==> src/hw/rtl/cbf_pkg.sv <==
// Shared types and constants of the chroma bilinear fetch block.
// No dependencies; every file but cbf_ram and the macro header imports this package.
package cbf_pkg;

	localparam int POS_W      = 10;
	localparam int SAMPLE_W   = 8;
	localparam int SIZE_REG_W = 9;
	localparam int FRAC_W     = 3;
	localparam int CFG_ADDR_W = 2;
	localparam int CFG_DATA_W = 9;

	// Bilinear weights: (8-f) factors, products up to 64
	localparam int FRAC_ONE  = 8;
	localparam int WT_W      = 7;
	localparam int ROUND     = 32;
	localparam int SHIFT     = 6;

	localparam int TAP_W     = 2;
	localparam int NUM_TAPS  = 4;
	// Bit 0 of a tap selects column x+1, bit 1 selects row y+1
	localparam logic [TAP_W-1:0] TAP_FIRST = 2'd0;
	localparam logic [TAP_W-1:0] TAP_RIGHT = 2'd1;
	localparam logic [TAP_W-1:0] TAP_BELOW = 2'd2;
	localparam logic [TAP_W-1:0] TAP_LAST  = 2'd3;

	localparam logic OP_WRITE = 1'b0;
	localparam logic OP_READ  = 1'b1;

	localparam logic [CFG_ADDR_W-1:0] REG_FRAC_X  = 2'd0;
	localparam logic [CFG_ADDR_W-1:0] REG_FRAC_Y  = 2'd1;
	localparam logic [CFG_ADDR_W-1:0] REG_WIDTH   = 2'd2;
	localparam logic [CFG_ADDR_W-1:0] REG_HEIGHT  = 2'd3;

	localparam logic [SIZE_REG_W-1:0] SIZE_RESET = 9'd256;

	// Read issued to the sample store, tagged with its neighbour
	typedef struct packed {
		logic                 valid;
		logic [TAP_W-1:0]     tap;
	} cbf_rd_tag_t;

endpackage

==> src/hw/rtl/cbf_if.sv <==


interface cbf_result_if import cbf_pkg::*; ();
	logic                       valid;
	logic                       ready;
	logic [SAMPLE_W-1:0]        sample_out;

	modport source (output valid, sample_out, input ready);
	modport sink (input valid, sample_out, output ready);
endinterface


==> src/hw/rtl/cbf_mac.sv <==
// Weighted accumulation of the four neighbours, rounding and result register.
// Depends on cbf_pkg and cbf_if.
module cbf_mac import cbf_pkg::*; #(
	parameter int PIXEL_BITS = 8
) (
	input  logic                    clk,
	input  logic                    arst_n,
	input  logic [FRAC_W-1:0]       frac_x,
	input  logic [FRAC_W-1:0]       frac_y,
	input  cbf_rd_tag_t             rd_tag,
	input  logic [PIXEL_BITS-1:0]   rd_data,
	cbf_result_if.source            result
);

	localparam int ACC_W = PIXEL_BITS + SHIFT;

	cbf_rd_tag_t           tag_s1;
	logic [WT_W-1:0]       wt_q [NUM_TAPS];
	logic [ACC_W-1:0]      acc_q;
	logic                  out_valid_q;
	logic [SAMPLE_W-1:0]   out_data_q;

	logic [FRAC_W:0]       ix, iy;
	logic [ACC_W-1:0]      prod, sum, rounded;

	assign ix = (FRAC_W+1)'(FRAC_ONE) - {1'b0, frac_x};
	assign iy = (FRAC_W+1)'(FRAC_ONE) - {1'b0, frac_y};

	// Weights follow the registers; they are stable long before a read lands
	always_ff @(posedge clk) begin
		wt_q[TAP_FIRST] <= WT_W'(ix) * WT_W'(iy);
		wt_q[TAP_RIGHT] <= WT_W'(frac_x) * WT_W'(iy);
		wt_q[TAP_BELOW] <= WT_W'(ix) * WT_W'(frac_y);
		wt_q[TAP_LAST]  <= WT_W'(frac_x) * WT_W'(frac_y);
	end

	always_ff @(posedge clk or negedge arst_n) begin
		if (!arst_n) begin
			tag_s1 <= '0;
		end else begin
			tag_s1 <= rd_tag;
		end
	end

	always_comb begin
		prod    = ACC_W'(wt_q[tag_s1.tap]) * ACC_W'(rd_data);
		sum     = ((tag_s1.tap == TAP_FIRST) ? '0 : acc_q) + prod;
		rounded = sum + ACC_W'(ROUND);
	end

	always_ff @(posedge clk) begin
		if (tag_s1.valid) begin
			acc_q <= sum;
		end
		if (tag_s1.valid && (tag_s1.tap == TAP_LAST)) begin
			out_data_q <= rounded[SHIFT +: SAMPLE_W];
		end
	end

	always_ff @(posedge clk or negedge arst_n) begin
		if (!arst_n) begin
			out_valid_q <= 1'b0;
		end else if (tag_s1.valid && (tag_s1.tap == TAP_LAST)) begin
			out_valid_q <= 1'b1;
		end else if (result.ready) begin
			out_valid_q <= 1'b0;
		end
	end

	assign result.valid      = out_valid_q;
	assign result.sample_out = out_data_q;

endmodule

==> src/flat_wrapper.sv <==
// flat-port wrapper written by rule: the top's interface ports become plain ports
module cbf_mac_flat import cbf_pkg::*;
#(
	parameter int PIXEL_BITS = 8
)
  (clk, arst_n, frac_x, frac_y, rd_tag, rd_data, result_valid, result_sample_out, result_ready);
  cbf_result_if result_i ();
  input  logic clk;
  input  logic arst_n;
  input  logic [FRAC_W-1:0] frac_x;
  input  logic [FRAC_W-1:0] frac_y;
  input  cbf_rd_tag_t rd_tag;
  input  logic [PIXEL_BITS-1:0] rd_data;
  output wire logic [$bits(result_i.valid)-1:0] result_valid;
  output wire logic [$bits(result_i.sample_out)-1:0] result_sample_out;
  input wire logic [$bits(result_i.ready)-1:0] result_ready;
  assign result_valid = result_i.valid;
  assign result_sample_out = result_i.sample_out;
  assign result_i.ready = result_ready;
  cbf_mac #(.PIXEL_BITS(PIXEL_BITS)) u_core (.clk(clk), .arst_n(arst_n), .frac_x(frac_x), .frac_y(frac_y), .rd_tag(rd_tag), .rd_data(rd_data), .result(result_i));
endmodule
==> config.mk <==
export PLATFORM = sky130hd
export DESIGN_NAME = cbf_mac_flat
export DESIGN_NICKNAME = d
export VERILOG_FILES = /design/src/hw/rtl/cbf_pkg.sv /design/src/hw/rtl/cbf_if.sv /design/src/hw/rtl/cbf_mac.sv /design/src/flat_wrapper.sv
export SDC_FILE = /design/constraint.sdc
export NUM_CORES = 1
export LEC_CHECK = 0
export BUFFER_PORTS_ARGS = -buffer_cell sky130_fd_sc_hd__buf_2
export CORE_MARGIN = 5
export CORE_UTILIZATION = 40
export DETAILED_ROUTE_END_ITERATION = 8
export SLEW_MARGIN = 10
export SYNTH_ARGS = -nofsm -noshare
export SYNTH_HDL_FRONTEND = slang
export SYNTH_SLANG_ARGS = --single-unit
==> constraint.sdc <==
create_clock -name clk -period 13.8 [get_ports clk]
set_input_delay 0.69 -clock clk [delete_from_list [all_inputs] [get_ports clk]]
set_output_delay 0.69 -clock clk [all_outputs]
set_load 0.1 [all_outputs]
* Word-level counts from Yosys, hierarchy flattened
Memories as Yosys holds them, arrays and structs flattened. Index checks and enable logic that the tools add are counted.
Word-level totals: memories kept 1, bits of input ports 20, output and inout port bits 9, register bits after elaboration 26, memory bits (writable) 28
Memory list:
- u_core.wt_q | depth 4, width 7, rd ports 1, clocked after Yosys merged registers in 0, write ports 4, line cbf_mac.sv:18 | logic [WT_W-1:0] wt_q [NUM_TAPS];
Operators by class: $mul 5, add/subtract/negate cells 4, eq/ne operators 1, reductions and logical operators 3, muxes and demuxes 3
Operators by type and width (number):
- 14-bit adder | 1
- 14-bit by 6-bit adder with 14-bit output (second input constant) | 1
- 7-bit by 8-bit multiplier with 14-bit output | 1
- 14-bit two-way mux | 1
- 4-bit by 3-bit subtractor with 4-bit output (first input constant) | 2
- 3-bit by 4-bit multiplier with 7-bit output | 1
- 4-bit by 3-bit multiplier with 7-bit output | 1
- 4-bit by 4-bit multiplier with 7-bit output | 1
- 3-bit by 3-bit multiplier with 6-bit output | 1
- 2-bit == test (second input constant) | 1
- 2-bit zero test | 1
- 1-bit two-way mux | 2
- 2-bit nonzero test | 1
- 1-bit logical AND | 1

* Longest topological paths before layout
depth after elaboration 4, depth in mapped cells 20

* Worst setup path after synthesis
Ideal clock, no wire load.
kind register to register, from reg u_core.tag_s1[0] (netlist name), to reg u_core.out_data_q[7], in the netlist u_core.result.sample_out[7] (data pin), stages on the path, launching flop included 19, period minus slack after synthesis 5.222 ns, setup time 0.262 ns, arrival time 4.960 ns, slack 8.578 ns, data required time 13.538 ns, cell sequence dfrtp_1 buf_2 mux4_2 and2_1 fa_1 fa_1 fa_1 inv_1 fa_1 inv_1 ha_1 buf_6 nand3_1 a21oi_1 nor3_1 xnor2_1 and3_2 nand4_1 xnor2_1
On the way: longest elaborated chain between the ends 4, elaborated cells on any way between the ends 6
RTL lines:
- start, declared | line cbf_mac.sv:17 | cbf_rd_tag_t tag_s1;
- start signal, assigned | line cbf_mac.sv:41 | tag_s1 <= rd_tag;
- memory read 4 x 7 bit / 2-bit zero test (equally long branches)
- 7-bit by 8-bit multiplier with 14-bit output / 14-bit two-way mux (equally long branches) | line cbf_mac.sv:46, cbf_mac.sv:47
- 14-bit adder * | line cbf_mac.sv:47 | sum = ((tag_s1.tap == TAP_FIRST) ? '0 : acc_q) + prod;
- named net u_core.sum[8] | line cbf_mac.sv:24 | logic [ACC_W-1:0] prod, sum, rounded;
- 14-bit by 6-bit adder with 14-bit output * | line cbf_mac.sv:48 | rounded = sum + ACC_W'(ROUND);
- named net u_core.rounded[13] | line cbf_mac.sv:24
- end signal, assigned | line cbf_mac.sv:56 | out_data_q <= rounded[SHIFT +: SAMPLE_W];
- end, declared | line cbf_mac.sv:21 | logic [SAMPLE_W-1:0] out_data_q;
Mark *: on every way through the listed nets, which the timed path passes. The rest lies on a longest branch. A chain may end at the register's enable or synchronous reset.

* Worst setup path in the final report
Ends and elaborated chain as after synthesis.

==> flow_metrics.py <==
metrics = {
    "status": {
        "status": "finished, final reports clean",
    },
    "clock_tree": {
        "post_cts_resized": 0,
        "numClockSinks": 50,
        "cts_root_buf": "clkbuf_16",
        "worst_skew_pair.late_latency_ns": 0.30,
        "cts_hold_buffers": 0,
        "post_cts_buffers": 0,
        "ctsLongestPathBuffers": 2,
        "h-tree-depth": 2,
        "cts_made_buffers": 5,
        "cts_tree": "yes",
        "clk_pin_slew_ns": 0.08,
    },
    "worst_setup_path": {
        "cp.arrival_ns": 5.79,
        "reg2reg_from": "u_core.tag_s1[0]",
        "ff2ff_path_depth": 16,
        "ff2ff_setup_slack_ns": 8.07,
        "cp.depth": 16,
        "worst-setup-path-type": "reg -> reg",
        "cp-start-kind": "flop",
        "r2r_end": "u_core.result.sample_out[7]",
        "cp_data_required_time_ns": 13.86,
        "endpoint": "u_core.result.sample_out[7]",
        "cp_top_family": "adder cells",
        "critPathLaunch": "u_core.tag_s1[0]",
        "crit_slowest_cell": "mux4_2",
        "path_buf_inv": 2,
        "cp_max_fo": 12,
        "crit_chain": "mux4_2, and2_1, fa_1, fa_1, fa_1, inv_1, fa_1, inv_1, ha_1, nand3_1, a21oi_1, nor3_1, xnor2_1, and3_2, nand4_1, xnor2_1",
        "end_kind": "flop",
        "cp_common_cell": "fa_1",
        "max_stage_delay_ns": 0.68,
    },
    "global_route": {
        "grt_max_degree": 19,
        "antenna_found_initial": 0,
        "first_global_vias": 3521,
        "track_usage_pct": 14.5,
        "overflow": 0,
        "grt_pass1_wl_mm": 16.9,
    },
    "sta": {
        "fin_worst_skew_ns": 0.0108,
        "finalSetupViolCount": 0,
        "max_freq_mhz": 175,
        "hold_violations": 0,
        "slew_viol_final": 0,
        "fin_crit_ns": 5.73,
        "period_share_pct": 41.5,
        "rsz0062_at_grt": "no",
        "slew_headroom_pct": 32.8,
        "tns_ns": 0,
        "worst_pin_slew_ns": 1.00,
    },
    "die": {
        "io_pins": 29,
        "die_w_um": 121,
        "fp.dieH_um": 121,
        "core.rowCount": 40,
        "fp.coreArea_mm2": 0.0121,
        "die-area_mm2": 0.0147,
        "initial_core_util_pct": 41.1,
    },
    "finish": {
        "area_growth_pct": 9.56,
        "layout-drive-gt1-share_pct": 10.4,
        "num-fill-cells": 1153,
        "antenna_cells": 0,
        "nets": 650,
    },
    "detailed_routing": {
        "detail-route-antenna-nets": 0,
        "via_count": 3304,
        "drt_iter0_drc": 165,
        "wire_per_inst_um": 13.9,
        "vias_per_cell": 4.82,
        "drc": 0,
        "dr.pass1.iters": 4,
        "wl_mm": 9.50,
    },
    "synth": {
        "synth_commonest_cells": "inv_1, and2_1, ha_1, fa_1, nand2_1",
        "synth.avg_cell_area_um2": 10.2,
        "synth.distinct_cells": 44,
        "yosysMostFrequentCell": "inv_1",
        "syn-num-nets": 620,
        "synth_area_mm2": 0.00496,
        "yosys.area.top_type": "fa_1",
        "async_flop_share_pct": 8.00,
        "ys.flop_type": "dfxtp_1",
        "yosysWarnings": 0,
        "syn_inst": 486,
        "synthDominantCellAreaShare_pct": 21.4,
        "yosys-top-cells-area": "fa_1, ha_1, edfxtp_1",
        "synth-edff-count": 22,
        "yosysSeqAreaShare_pct": 25.0,
        "synth-seq-cells": 50,
    },
    "run": {
        "cap_viol_max_count": 0,
    },
    "hold_path": {
        "hold_class": "in -> async",
    },
    "place": {
        "finalWeightedCongestion": 0.874,
        "io_buffers": 28,
        "hpwl_mm": 7.94,
    },
}
[per-stage QoR]
| step | hold slack (ns) | worst slack, ns | instances | util, % | cell area, um2 |
|---|---|---|---|---|---|
| floorplan | 0.394 | 8.58 | 486 | - | 4960 |
| global placement | 0.463 | 8.19 | 677 | 43.8 | 5280 |
| detailed placement | 0.468 | 8.02 | 677 | 43.8 | 5280 |
| CTS | 0.168 | 8.03 | 685 | 45.1 | 5430 |
| global route | 0.171 | 7.63 | 685 | 45.1 | 5430 |
| finish | 0.171 | 8.07 | 685 | 45.1 | 5430 |
[how the worst min path moves through the flow]
| stage | startpoint | end | slack (ns) |
|---|---|---|---|
| 5_1_grt | arst_n | u_core.result.valid | 0.17 |
| 3_5_place_dp | u_core.result.valid | u_core.result.valid | 0.47 |
| 4_1_cts | arst_n | u_core.result.valid | 0.17 |
| 6_report | arst_n | u_core.result.valid | 0.17 |
| 3_3_place_gp | u_core.result.valid | u_core.result.valid | 0.46 |
| 2_1_floorplan | arst_n | u_core.result.valid | 0.39 |
[registers in the layout (all words and copies together) (netlist names)]
| name | count |
|---|---|
| u_core.result.valid | 1 |
| u_core.acc_q | 14 |
| u_core.wt_q | 24 |
| u_core.tag_s1 | 3 |
| u_core.result.sample_out | 8 |
[kinds of logic after synthesis]
group,count (synthesis),share of synthesized area (%)
compound gates,39,5.37
xor+xnor,34,6.31
fa+ha+maj,114,36.8
buf+inv,101,7.87
flops,50,25.0
mux,6,2.47
simple gates,142,16.2
[layout by cell type, fill, tap and decap left out, drive strengths merged]
master  count
xor2        8
edfxtp     22
o21bai      1
buf        28
nor3b       1
clkbuf      5
clkinv      1
a31oi       1
and2       65
nand2b      3
nand3b      1
mux2i       1
o21ba       1
dfxtp      24
o21ai      11
nand2      31
inv        98
nand4       2
xnor2      26
dfrtp       4
o211ai      1
fa         53
mux4        5
ha         61
a21o        9
nor2b      14
o22ai       1
nor2        8
a211oi      2
a21oi      11
nand3       3
and3        3
or3         1
a221oi      1
nor3       10
[routing by layer]
metal	global-route usage, %	vias to the layer above	routed length (um)
li1	-	1591	-
met1	20.0	1655	4510
met2	23.8	50	4530
met3	2.61	8	370
met4	3.15	0	95
met5	0	-	0
[area by class of cell]
type | instances | area, um2 | share of cell area (%)
clock inverters | 3 | 28.8 | 0.530
inverters | 96 | 360 | 6.63
well taps | 168 | 210 | 3.87
repair buffers | 28 | 140 | 2.58
multi-input cells | 335 | 3330 | 61.2
clock buffers | 5 | 125 | 2.30
flip-flops and latches | 50 | 1240 | 22.8
Power is left out: the tool's default activity adds up to more than one toggle a clock period on the data nets, which glitch-free logic cannot reach.
