## config.mk

```make
export PLATFORM = sky130hd
export DESIGN_NAME = cbf_ctrl_flat
export DESIGN_NICKNAME = d
export VERILOG_FILES = /design/src/hw/rtl/cbf_pkg.sv /design/src/hw/rtl/cbf_if.sv /design/src/hw/rtl/cbf_ctrl.sv /design/src/flat_wrapper.sv
export SDC_FILE = /design/constraint.sdc
export NUM_CORES = 1
export LEC_CHECK = 0
export BUFFER_PORTS_ARGS = -buffer_cell sky130_fd_sc_hd__buf_2
export CAP_MARGIN = 15
export CORE_ASPECT_RATIO = 0.6
export CORE_UTILIZATION = 48
export CTS_CLUSTER_SIZE = 30
export DETAILED_ROUTE_END_ITERATION = 8
export PLACE_DENSITY = 0.77
export SLEW_MARGIN = 30
export SYNTH_ARGS = -nofsm -noshare
export SYNTH_HDL_FRONTEND = slang
export SYNTH_SLANG_ARGS = --single-unit
```

## constraint.sdc

```tcl
create_clock -name clk -period 2.7 [get_ports clk]
set_input_delay 0.27 -clock clk [delete_from_list [all_inputs] [get_ports clk]]
set_output_delay 0.27 -clock clk [all_outputs]
set_load 0.03 [all_outputs]
```

## src/hw/rtl/cbf_pkg.sv

```systemverilog
// Shared types and constants of the chroma bilinear fetch block.
// No dependencies; every file but cbf_ram and the macro header imports this package.
package cbf_pkg;

	localparam int POS_W      = 10;
	localparam int SAMPLE_W   = 8;
	localparam int SIZE_REG_W = 9;
	localparam int FRAC_W     = 3;
	localparam int CFG_ADDR_W = 2;
	localparam int CFG_DATA_W = 9;

	// Bilinear weights: (8-f) factors, products up to 64
	localparam int FRAC_ONE  = 8;
	localparam int WT_W      = 7;
	localparam int ROUND     = 32;
	localparam int SHIFT     = 6;

	localparam int TAP_W     = 2;
	localparam int NUM_TAPS  = 4;
	// Bit 0 of a tap selects column x+1, bit 1 selects row y+1
	localparam logic [TAP_W-1:0] TAP_FIRST = 2'd0;
	localparam logic [TAP_W-1:0] TAP_RIGHT = 2'd1;
	localparam logic [TAP_W-1:0] TAP_BELOW = 2'd2;
	localparam logic [TAP_W-1:0] TAP_LAST  = 2'd3;

	localparam logic OP_WRITE = 1'b0;
	localparam logic OP_READ  = 1'b1;

	localparam logic [CFG_ADDR_W-1:0] REG_FRAC_X  = 2'd0;
	localparam logic [CFG_ADDR_W-1:0] REG_FRAC_Y  = 2'd1;
	localparam logic [CFG_ADDR_W-1:0] REG_WIDTH   = 2'd2;
	localparam logic [CFG_ADDR_W-1:0] REG_HEIGHT  = 2'd3;

	localparam logic [SIZE_REG_W-1:0] SIZE_RESET = 9'd256;

	// Read issued to the sample store, tagged with its neighbour
	typedef struct packed {
		logic                 valid;
		logic [TAP_W-1:0]     tap;
	} cbf_rd_tag_t;

endpackage

```

## src/hw/rtl/cbf_if.sv

```systemverilog
// Valid/ready channel interfaces: request items, result items, register writes.
// Depends on cbf_pkg for field widths.
interface cbf_item_if import cbf_pkg::*; ();
	logic                       valid;
	logic                       ready;
	logic                       op;
	logic                       plane;
	logic signed [POS_W-1:0]    pos_x;
	logic signed [POS_W-1:0]    pos_y;
	logic [SAMPLE_W-1:0]        sample_in;

	modport source (output valid, op, plane, pos_x, pos_y, sample_in, input ready);
	modport sink (input valid, op, plane, pos_x, pos_y, sample_in, output ready);
endinterface


```

## src/hw/rtl/cbf_ctrl.sv

```systemverilog
// Request sequencer: clamps coordinates, writes samples, issues four neighbour reads.
// Depends on cbf_pkg and cbf_if.
module cbf_ctrl import cbf_pkg::*; #(
	parameter int MAX_WIDTH  = 256,
	parameter int MAX_HEIGHT = 256,
	parameter int PIXEL_BITS = 8,
	localparam int XW = $clog2(MAX_WIDTH),
	localparam int YW = $clog2(MAX_HEIGHT),
	localparam int AW = 1 + YW + XW
) (
	input  logic                    clk,
	input  logic                    arst_n,
	cbf_item_if.sink                item,
	input  logic [SIZE_REG_W-1:0]   pic_width,
	input  logic [SIZE_REG_W-1:0]   pic_height,
	input  logic                    out_free,
	output logic                    ram_we,
	output logic [AW-1:0]           ram_addr,
	output logic [PIXEL_BITS-1:0]   ram_wdata,
	output cbf_rd_tag_t             rd_tag
);

	localparam int XS  = $clog2(MAX_WIDTH + 1);
	localparam int YS  = $clog2(MAX_HEIGHT + 1);
	localparam int M1  = (XS > YS) ? XS : YS;
	localparam int M2  = (SIZE_REG_W > POS_W) ? SIZE_REG_W : POS_W;
	localparam int CW  = ((M1 > M2) ? M1 : M2) + 2;

	localparam logic [1:0] ST_IDLE  = 2'd0;
	localparam logic [1:0] ST_WRITE = 2'd1;
	localparam logic [1:0] ST_READ  = 2'd2;

	function automatic logic signed [CW-1:0] eff_size(
		input logic [SIZE_REG_W-1:0] v,
		input logic signed [CW-1:0]  maxv
	);
		logic signed [CW-1:0] ve;
		ve = $signed(CW'(v));
		if (v == '0) begin
			return $signed(CW'(1));
		end
		if (ve > maxv) begin
			return maxv;
		end
		return ve;
	endfunction

	function automatic logic signed [CW-1:0] clamp_pos(
		input logic signed [CW-1:0] p,
		input logic signed [CW-1:0] size
	);
		if (p < $signed(CW'(0))) begin
			return '0;
		end
		if (p >= size) begin
			return size - $signed(CW'(1));
		end
		return p;
	endfunction

	logic [1:0]             state_q;
	logic [TAP_W-1:0]       tap_q;
	logic                   plane_q;
	logic                   wr_ok_q;
	logic [XW-1:0]          x0_q, x1_q;
	logic [YW-1:0]          y0_q, y1_q;
	logic [PIXEL_BITS-1:0]  sample_q;

	logic signed [CW-1:0]   w_eff, h_eff, px, py, px1, py1;
	logic signed [CW-1:0]   cx0, cx1, cy0, cy1;
	logic                   wr_ok;
	logic                   accept;
	logic                   issue;
	logic [XW-1:0]          x_sel;
	logic [YW-1:0]          y_sel;

	always_comb begin
		w_eff = eff_size(pic_width, $signed(CW'(MAX_WIDTH)));
		h_eff = eff_size(pic_height, $signed(CW'(MAX_HEIGHT)));
		px    = CW'(item.pos_x);
		py    = CW'(item.pos_y);
		px1   = px + $signed(CW'(1));
		py1   = py + $signed(CW'(1));
		cx0   = clamp_pos(px, w_eff);
		cx1   = clamp_pos(px1, w_eff);
		cy0   = clamp_pos(py, h_eff);
		cy1   = clamp_pos(py1, h_eff);
		wr_ok = (px >= $signed(CW'(0))) && (py >= $signed(CW'(0)))
			&& (px < w_eff) && (py < h_eff);
	end

	assign item.ready = (state_q == ST_IDLE);
	assign accept     = item.valid && item.ready;

	// Hold the diagonal read until the output register is free for its result
	assign issue = (state_q == ST_READ) && ((tap_q != TAP_LAST) || out_free);

	always_ff @(posedge clk or negedge arst_n) begin
		if (!arst_n) begin
			state_q <= ST_IDLE;
			tap_q   <= TAP_FIRST;
		end else begin
			unique case (state_q)
				ST_IDLE: begin
					tap_q <= TAP_FIRST;
					if (accept) begin
						state_q <= (item.op == OP_READ) ? ST_READ : ST_WRITE;
					end
				end
				ST_WRITE: begin
					state_q <= ST_IDLE;
				end
				ST_READ: begin
					if (issue) begin
						tap_q <= tap_q + TAP_W'(1);
						if (tap_q == TAP_LAST) begin
							state_q <= ST_IDLE;
						end
					end
				end
				default: begin
					state_q <= ST_IDLE;
				end
			endcase
		end
	end

	always_ff @(posedge clk) begin
		if (accept) begin
			plane_q  <= item.plane;
			wr_ok_q  <= wr_ok;
			x0_q     <= cx0[XW-1:0];
			x1_q     <= cx1[XW-1:0];
			y0_q     <= cy0[YW-1:0];
			y1_q     <= cy1[YW-1:0];
			sample_q <= PIXEL_BITS'(item.sample_in);
		end
	end

	// Writes use tap zero, so the address is the unclamped in-range position
	assign x_sel     = tap_q[0] ? x1_q : x0_q;
	assign y_sel     = tap_q[1] ? y1_q : y0_q;
	assign ram_addr  = {plane_q, y_sel, x_sel};
	assign ram_we    = (state_q == ST_WRITE) && wr_ok_q;
	assign ram_wdata = sample_q;

	assign rd_tag.valid = issue;
	assign rd_tag.tap   = tap_q;

endmodule

```

## src/flat_wrapper.sv

```systemverilog
// flat-port wrapper written by rule: the top's interface ports become plain ports
module cbf_ctrl_flat import cbf_pkg::*;
#(
	parameter int MAX_WIDTH  = 256,
	parameter int MAX_HEIGHT = 256,
	parameter int PIXEL_BITS = 8,
	localparam int XW = $clog2(MAX_WIDTH),
	localparam int YW = $clog2(MAX_HEIGHT),
	localparam int AW = 1 + YW + XW
)
  (clk, arst_n, pic_width, pic_height, out_free, ram_we, ram_addr, ram_wdata, rd_tag, item_valid, item_op, item_plane, item_pos_x, item_pos_y, item_sample_in, item_ready);
  cbf_item_if item_i ();
  input  logic clk;
  input  logic arst_n;
  input  logic [SIZE_REG_W-1:0] pic_width;
  input  logic [SIZE_REG_W-1:0] pic_height;
  input  logic out_free;
  output logic ram_we;
  output logic [AW-1:0] ram_addr;
  output logic [PIXEL_BITS-1:0] ram_wdata;
  output cbf_rd_tag_t rd_tag;
  input wire logic [$bits(item_i.valid)-1:0] item_valid;
  input wire logic [$bits(item_i.op)-1:0] item_op;
  input wire logic [$bits(item_i.plane)-1:0] item_plane;
  input wire logic [$bits(item_i.pos_x)-1:0] item_pos_x;
  input wire logic [$bits(item_i.pos_y)-1:0] item_pos_y;
  input wire logic [$bits(item_i.sample_in)-1:0] item_sample_in;
  output wire logic [$bits(item_i.ready)-1:0] item_ready;
  assign item_i.valid = item_valid;
  assign item_i.op = item_op;
  assign item_i.plane = item_plane;
  assign item_i.pos_x = item_pos_x;
  assign item_i.pos_y = item_pos_y;
  assign item_i.sample_in = item_sample_in;
  assign item_ready = item_i.ready;
  cbf_ctrl #(.MAX_WIDTH(MAX_WIDTH), .MAX_HEIGHT(MAX_HEIGHT), .PIXEL_BITS(PIXEL_BITS)) u_core (.clk(clk), .arst_n(arst_n), .item(item_i), .pic_width(pic_width), .pic_height(pic_height), .out_free(out_free), .ram_we(ram_we), .ram_addr(ram_addr), .ram_wdata(ram_wdata), .rd_tag(rd_tag));
endmodule
```

# --- Word level (Yosys, flattened, before mapping) ---
# Cells that the tools add are included.
totals:
  reg_bits: 46
  inputBits: 52
  out_inout_bits: 30
  wordCells: 99
op_classes:
  addsub: 5
  order_cmp: 14
  eq_ne: 7
  muxes: 51
  reduce_logical: 13
ops:
  columns: ["op", "n"]
  rows:
  - ["$mux 8", 18]
  - ["$mux 12", 8]
  - ["$ge 10x12->1", 2]
  - ["$ge 11x12->1", 2]
  - ["$lt 10x12->1", 2]
  - ["$add 10x2->11 const B", 2]
  - ["$lt 11x1->1 const B", 2]
  - ["$ge 10x1->1 const B", 2]
  - ["$lt 10x1->1 const B", 2]
  - ["$gt 9x9->1 const B", 2]
  - ["$logic_not 9->1", 2]
  - ["$mux 1", 18]
  - ["$sub 8x2->8 const B", 2]
  - ["$mux 2", 5]
  - ["$pmux 2 s2", 2]
  - ["$logic_and 1x1->1", 6]
  - ["$ne 2x2->1 const B", 3]
  - ["$eq 2x2->1 const B", 2]
  - ["$reduce_and 3->1", 1]
  - ["$add 2x1->2 const B", 1]
  - ["$eq 2x1->1 const B", 1]
  - ["$logic_not 2->1", 1]
  - ["$ne 2x1->1 const B", 1]
  - ["$reduce_and 2->1", 1]
  - ["2 further kinds", 2]

# --- Depth between registers and ports, before layout ---
logic_depth:
  ltp_word: 10
  ltp_mapped: 13
  ltp_nobuf: 12

# --- Worst setup path after synthesis ---
# OpenSTA, ideal clock, no wires.
synth_timing:
  path_type: "input port to flip-flop"
  from: "input pic_height[3]"
  to: "register u_core.y0_q[0], data pin"
  setup_ns: 0.271
  arrival_ns: 2.159
  t_required_ns: 2.429
  path_slack_ns: 0.270
  cell_stages: 11
  path_buffers: 0
  path_cell_list: "nor4_1 > nand2_1 > nor2_1 > o21ai_0 > inv_1 > ha_1 > a41o_1 > o21ai_1 > nand2_1 > nor2_1 > a211oi_1"
synth_via:
  elab_chain_cells: 10
  word_cells_on_any_way: 15
  classes_between: "add/sub: 1; order compare: 2; mux: 11; reduce/logical: 1"
synth_lines:
  columns: ["element", "line_no", "text"]
  rows:
  - ["from (decl)", "flat_wrapper.sv:16", "input logic [SIZE_REG_W-1:0] pic_height;"]
  - ["$gt 9x9->1", "cbf_ctrl.sv:42", "if (ve > maxv) begin"]
  - ["$mux 1 (2 in a row)", "cbf_ctrl.sv:42", null]
  - ["$mux 12", "cbf_ctrl.sv:45", "return ve;"]
  - ["$mux 12 *", "cbf_ctrl.sv:42", null]
  - ["$ge 10x12->1", "cbf_ctrl.sv:55", "if (p >= size) begin"]
  - ["$mux 1 (2 in a row)", "cbf_ctrl.sv:55", null]
  - ["$mux 8 *", "cbf_ctrl.sv:58", "return p;"]
  - ["$mux 8 *", "cbf_ctrl.sv:55", null]
  - ["to (signal assigned)", "cbf_ctrl.sv:134", "y0_q <= cy0[YW-1:0];"]
  - ["to (decl)", "cbf_ctrl.sv:66", "logic [YW-1:0] y0_q, y1_q;"]
# Mark *: on every way between the ends. The rest lies on a longest branch, timed or not. The select of a mux whose other input is x is not followed.
# A chain may end at the register's enable or synchronous reset.

# --- Worst setup path in the final report ---
layout_timing:
  from: "input item_pos_x[0]"
  to: "register u_core.x1_q[2], data pin"
layout_via:
  elab_chain_cells: 6
  word_cells_on_any_way: 9
  classes_between: "add/sub: 1; order compare: 2; mux: 6"
layout_lines:
  columns: ["element", "line_no", "text"]
  rows:
  - ["from (decl)", "flat_wrapper.sv:25", "input wire logic [$bits(item_i.pos_x)-1:0] item_pos_x;"]
  - ["$add 10x2->11 *", "cbf_ctrl.sv:82", "px1 = px + $signed(CW'(1));"]
  - ["$ge 11x12->1", "cbf_ctrl.sv:55", null]
  - ["$mux 1 (2 in a row)", "cbf_ctrl.sv:55", null]
  - ["$mux 8", "cbf_ctrl.sv:58", null]
  - ["$mux 8 *", "cbf_ctrl.sv:55", null]
  - ["to (signal assigned)", "cbf_ctrl.sv:133", "x1_q <= cx1[XW-1:0];"]
  - ["to (decl)", "cbf_ctrl.sv:65", "logic [XW-1:0] x0_q, x1_q;"]
# Marked as above.

==> metrics.sh <==
DIODES=0
CELL_AREA_AFTER_TECHNOLOGY_MAPPING_SQ_UM=3670
TIMING.FMAX_MHz=386
LAYOUT_WORST_PATH_CYCLE_SHARE=0.960
FP.DIEH_UM=69.7
ANTENNA_FOUND_INITIAL=0
INITIAL_CORE_UTIL=0.500
POWER_DENSITY_nW_PER_UM2=616
CTS_TREE='built'
TOTAL_INSTANCE_COUNT_AFTER_DETAILED_PLACEMENT=604
YS.FLOP_TYPE='sky130_fd_sc_hd__edfxtp_1'
CRITPATHKIND='input port to flip-flop'
TOP_USAGE_LAYER='met1'
CTSLONGESTPATHBUFFERS=2
NUMBER_OF_FLOPS_MAPPED_TO_ENABLE_CELLS_BY_YOSYS=42
CRITICAL_PATH.ENDPOINT='u_core.x1_q[2]'
WORST_SETUP_PATH_STARTPOINT='item_pos_x[0]'
HOLD_PATH_CLASS='input port to flip-flop'
FLOW.AREA_GROWTH_FROM_SYNTHESIS_PCT=27.2
YS.WARNINGS.COUNT=0
GR-TOTAL-OVERFLOW=0
FINAL_MAX_SLEW_VIOL_COUNT=0
ROOT_BUFFER='sky130_fd_sc_hd__clkbuf_16'
R2R_CELLS=3
R2R-END='u_core.wr_ok_q'
PLACED_AREA_SQ_UM=4500
DRT-PASS1-ITER-COUNT=4
GPL.FINAL_WEIGHTED_CONGESTION=1.00
YS_ASYNC_SR_FRACTION=0.0870
WIDTH_OF_THE_DIE_UM=115
WORST_CLOCK_SKEW_PS=5.28
GRT_FIRST_PASS_WIRELENGTH_MM=15.7
CLOCK_BUFFER_COUNT_FROM_CTS=5
SYNTH.FF_LATCH_COUNT=46
ROUTE.ANTENNA.REMAINING_NETS=0
WORST_IR_DROP_VDD_V=0.000305
DRT_WL_TOTAL_MM=9.94
H-TREE-DEPTH=2
GROUTE.LAYER.MET2.USAGE=0.362
FIN_UTIL=0.637
VIA_COUNT_OF_THE_FIRST_GLOBAL_ROUTING_PASS=3126
WORSTSETUPENDPOINTTYPE='flip-flop'
CLK_PIN_SLEW_WORST_PATHS_PS=60
REPORT.FINAL.SETUP_VIOL=0
FINAL_CELL_COUNT_WITHOUT_FILLERS=613
OVERALL_FRACTION_OF_GLOBAL_ROUTE_TRACKS_IN_USE=0.256
NUM_IO_PINS=82
VIAS=3480
GLOBAL_ROUTE.USAGE.MET3=0.0664
AVGSYNTHCELLAREA_SQ_UM=9.57
ROW_COUNT=24
SETUP_TNS_PS=0
LAYOUT_CELL_SHARE_WITH_DRIVE_STRENGTH_BEYOND_1=0.316
INITIALDRTVIOLATIONCOUNT=416
FINALWORSTSETUPSLACK_PS=107
PATH_MAX_FANOUT=8
WORST_MAX_SLEW_PIN_SLEW_PS=570
SYNTH_CELL_TYPES=52
MAX_CAP_VIOLS=0
NUM-NETS-FINAL=603
ROUTE.DETAILED.DRC=0
WORST_EP_ARRIVAL_TIME_PS=2620
PRECTSSETUPSLACK_PS=-216
STATUS='complete, no violations'
CLOCK-SINKS=46
SYNTH_SEQUENTIAL_AREA_RATIO=0.371
UNREPAIRED_SETUP_ENDPOINTS_AFTER_GLOBAL_ROUTING='false'
FINAL-HOLD-VIOLATION-COUNT=0
FINAL_AREA_SQ_UM=4660
GRT_UTIL_MET1=0.392
REG2REG_SLACK_PS=1110
WORSTSKEWPAIRLATENCY_PS=280
TIMING.FINAL.CRIT_PERIOD_PS=2590
DETAILED_PLACE_HPWL_MM=8.15
WORST-ENDPOINT-REQUIRED_PS=2720
SYN_INST=383
SYNTHESIS.NETS=478
VIA_PER_INST=5.68
TIMING.CRITICAL_PATH.FROM_TYPE='input port'
PORT_BUFFERS=81
WIRELENGTH_PER_CELL_UM=16.2
DIE_AREA_SQ_UM=8000
TIMING.SLEW.HEADROOM=0.617
COREAREA_SQ_UM=7330
MAXIMUM_NUMBER_OF_PINS_ON_ONE_NET_BEFORE_GLOBAL_ROUTE_REPAIR=44
TOTAL_LEAKAGE_POWER_nW=2.09
RR_STARTPOINT='u_core.state_q[1]'
==> layout make-up <==
class                           count  area, sq um
Fill cell                         591         2660
Clock buffer                        5          125
Multi-Input combinational cell    312         2190
Tap cell                          104          130
Clock inverter                      3         23.8
Sequential cell                    46         1360
Timing Repair Buffer              128          773
Inverter                           15         56.3
==> placed cells by master (no fill, tap or decap), types with 4 or more instances in the layout <==
master and count:
sky130_fd_sc_hd__clkbuf_16 5, sky130_fd_sc_hd__nand4_1 4, sky130_fd_sc_hd__edfxtp_1 42, sky130_fd_sc_hd__buf_4 45, sky130_fd_sc_hd__inv_1 13, sky130_fd_sc_hd__o21ai_0 14, sky130_fd_sc_hd__xnor2_1 13, sky130_fd_sc_hd__mux2i_1 11
sky130_fd_sc_hd__buf_2 81, sky130_fd_sc_hd__dfrtp_1 4, sky130_fd_sc_hd__nor2_1 39, sky130_fd_sc_hd__a211oi_1 8, sky130_fd_sc_hd__ha_1 43, sky130_fd_sc_hd__nand2_1 42, sky130_fd_sc_hd__nand3_1 21, sky130_fd_sc_hd__nor3_1 16
sky130_fd_sc_hd__xor2_1 5, sky130_fd_sc_hd__nor2b_1 4, sky130_fd_sc_hd__a21oi_1 29, sky130_fd_sc_hd__mux2_2 16
==> sequential cells by signal (all words and copies together), names as in the netlist <==
| register | flops |
|---|---|
| u_core.plane_q | 1 |
| u_core.x1_q | 8 |
| u_core.y1_q | 8 |
| u_core.tap_q | 2 |
| u_core.x0_q | 8 |
| u_core.y0_q | 8 |
| u_core.ram_wdata | 8 |
| u_core.wr_ok_q | 1 |
| u_core.state_q | 2 |
==> worst min-delay path by stage <==
stage | startpoint | to | slack, ps | depth (start not counted)
6_report | item_plane | u_core.plane_q | 160 | 1
5_1_grt | item_sample_in[6] | u_core.ram_wdata[6] | 150 | 1
4_1_cts | item_sample_in[6] | u_core.ram_wdata[6] | 160 | 1
3_5_place_dp | arst_n | u_core.tap_q[1] | 90 | 1
3_3_place_gp | arst_n | u_core.tap_q[1] | 80 | 1
2_1_floorplan | arst_n | u_core.state_q[0] | -30 | 0
==> worst max-delay path, cell delays in order <==
cell                       delay [ps]
sky130_fd_sc_hd__buf_2            140
sky130_fd_sc_hd__ha_1             220
sky130_fd_sc_hd__inv_1             60
sky130_fd_sc_hd__or2_1            270
sky130_fd_sc_hd__xnor2_1          260
sky130_fd_sc_hd__ha_1             300
sky130_fd_sc_hd__nand2_1           60
sky130_fd_sc_hd__o21ai_0           70
sky130_fd_sc_hd__a2111o_1         530
sky130_fd_sc_hd__buf_12           190
sky130_fd_sc_hd__mux2i_1          170
sky130_fd_sc_hd__nor2_1            70
==> where the power goes <==
| group | internal, W | switching [W] |
|---|---|---|
| Sequential | 0.000949 | 0.0000936 |
| Combinational | 0.000456 | 0.000768 |
| Clock | 0.000346 | 0.000259 |
| Total | 0.00175 | 0.00112 |
==> repair_timing <==
action                     CTS  global route
hold endpoints to repair     4             0
setup endpoints to repair    0             7
hold buffers                 1             0
buffers inserted             0             0
resized for setup            0             1
==> metal layers <==
layer / share of wire / vias up
li1: - / 1675
met1: 0.49 / 1630
met2: 0.41 / 169
met3: 0.094 / 6
met4: 0.0056 / 0
met5: 0 / -
==> cell families after synthesis <==
logic type,after synthesis,share of synthesized area
compound gates,77,0.135
xor+xnor,18,0.0430
fa+ha+maj,43,0.147
buf+inv,25,0.0321
flops,46,0.371
mux,27,0.0792
simple gates,147,0.192
==> through the flow <==
stage	hold slack, ps	total power [W]
global placement	81.9	0.00224
detailed placement	85.4	0.00227
CTS	155	0.00287
floorplan	-25.6	0.00187
finish	158	0.00287
global route	146	0.00302
==> synthesized netlist by cell type, types with 3 or more instances <==
cell                        n  area (sq um)
sky130_fd_sc_hd__o21ai_0   14          70.1
sky130_fd_sc_hd__nor2_1    39           146
sky130_fd_sc_hd__a21oi_1   29           145
sky130_fd_sc_hd__o31ai_1    3          22.5
sky130_fd_sc_hd__nor3_1    16          80.1
sky130_fd_sc_hd__a211oi_1   8          60.1
sky130_fd_sc_hd__clkbuf_1   5          18.8
sky130_fd_sc_hd__nand4_1    4          25.0
sky130_fd_sc_hd__edfxtp_1  42          1260
sky130_fd_sc_hd__xor2_1     5          43.8
sky130_fd_sc_hd__mux2i_1   11           110
sky130_fd_sc_hd__nand2_1   42           158
sky130_fd_sc_hd__mux2_2    16           180
sky130_fd_sc_hd__or3_1      3          18.8
sky130_fd_sc_hd__ha_1      43           538
sky130_fd_sc_hd__xnor2_1   13           114
sky130_fd_sc_hd__dfrtp_1    4           100
sky130_fd_sc_hd__nor2b_1    4          25.0
sky130_fd_sc_hd__a31oi_1    3          18.8
sky130_fd_sc_hd__nand3_1   21           105
sky130_fd_sc_hd__a21o_1     3          22.5
sky130_fd_sc_hd__inv_1     13          48.8
Note: power is estimated with default switching activity, not from simulation.
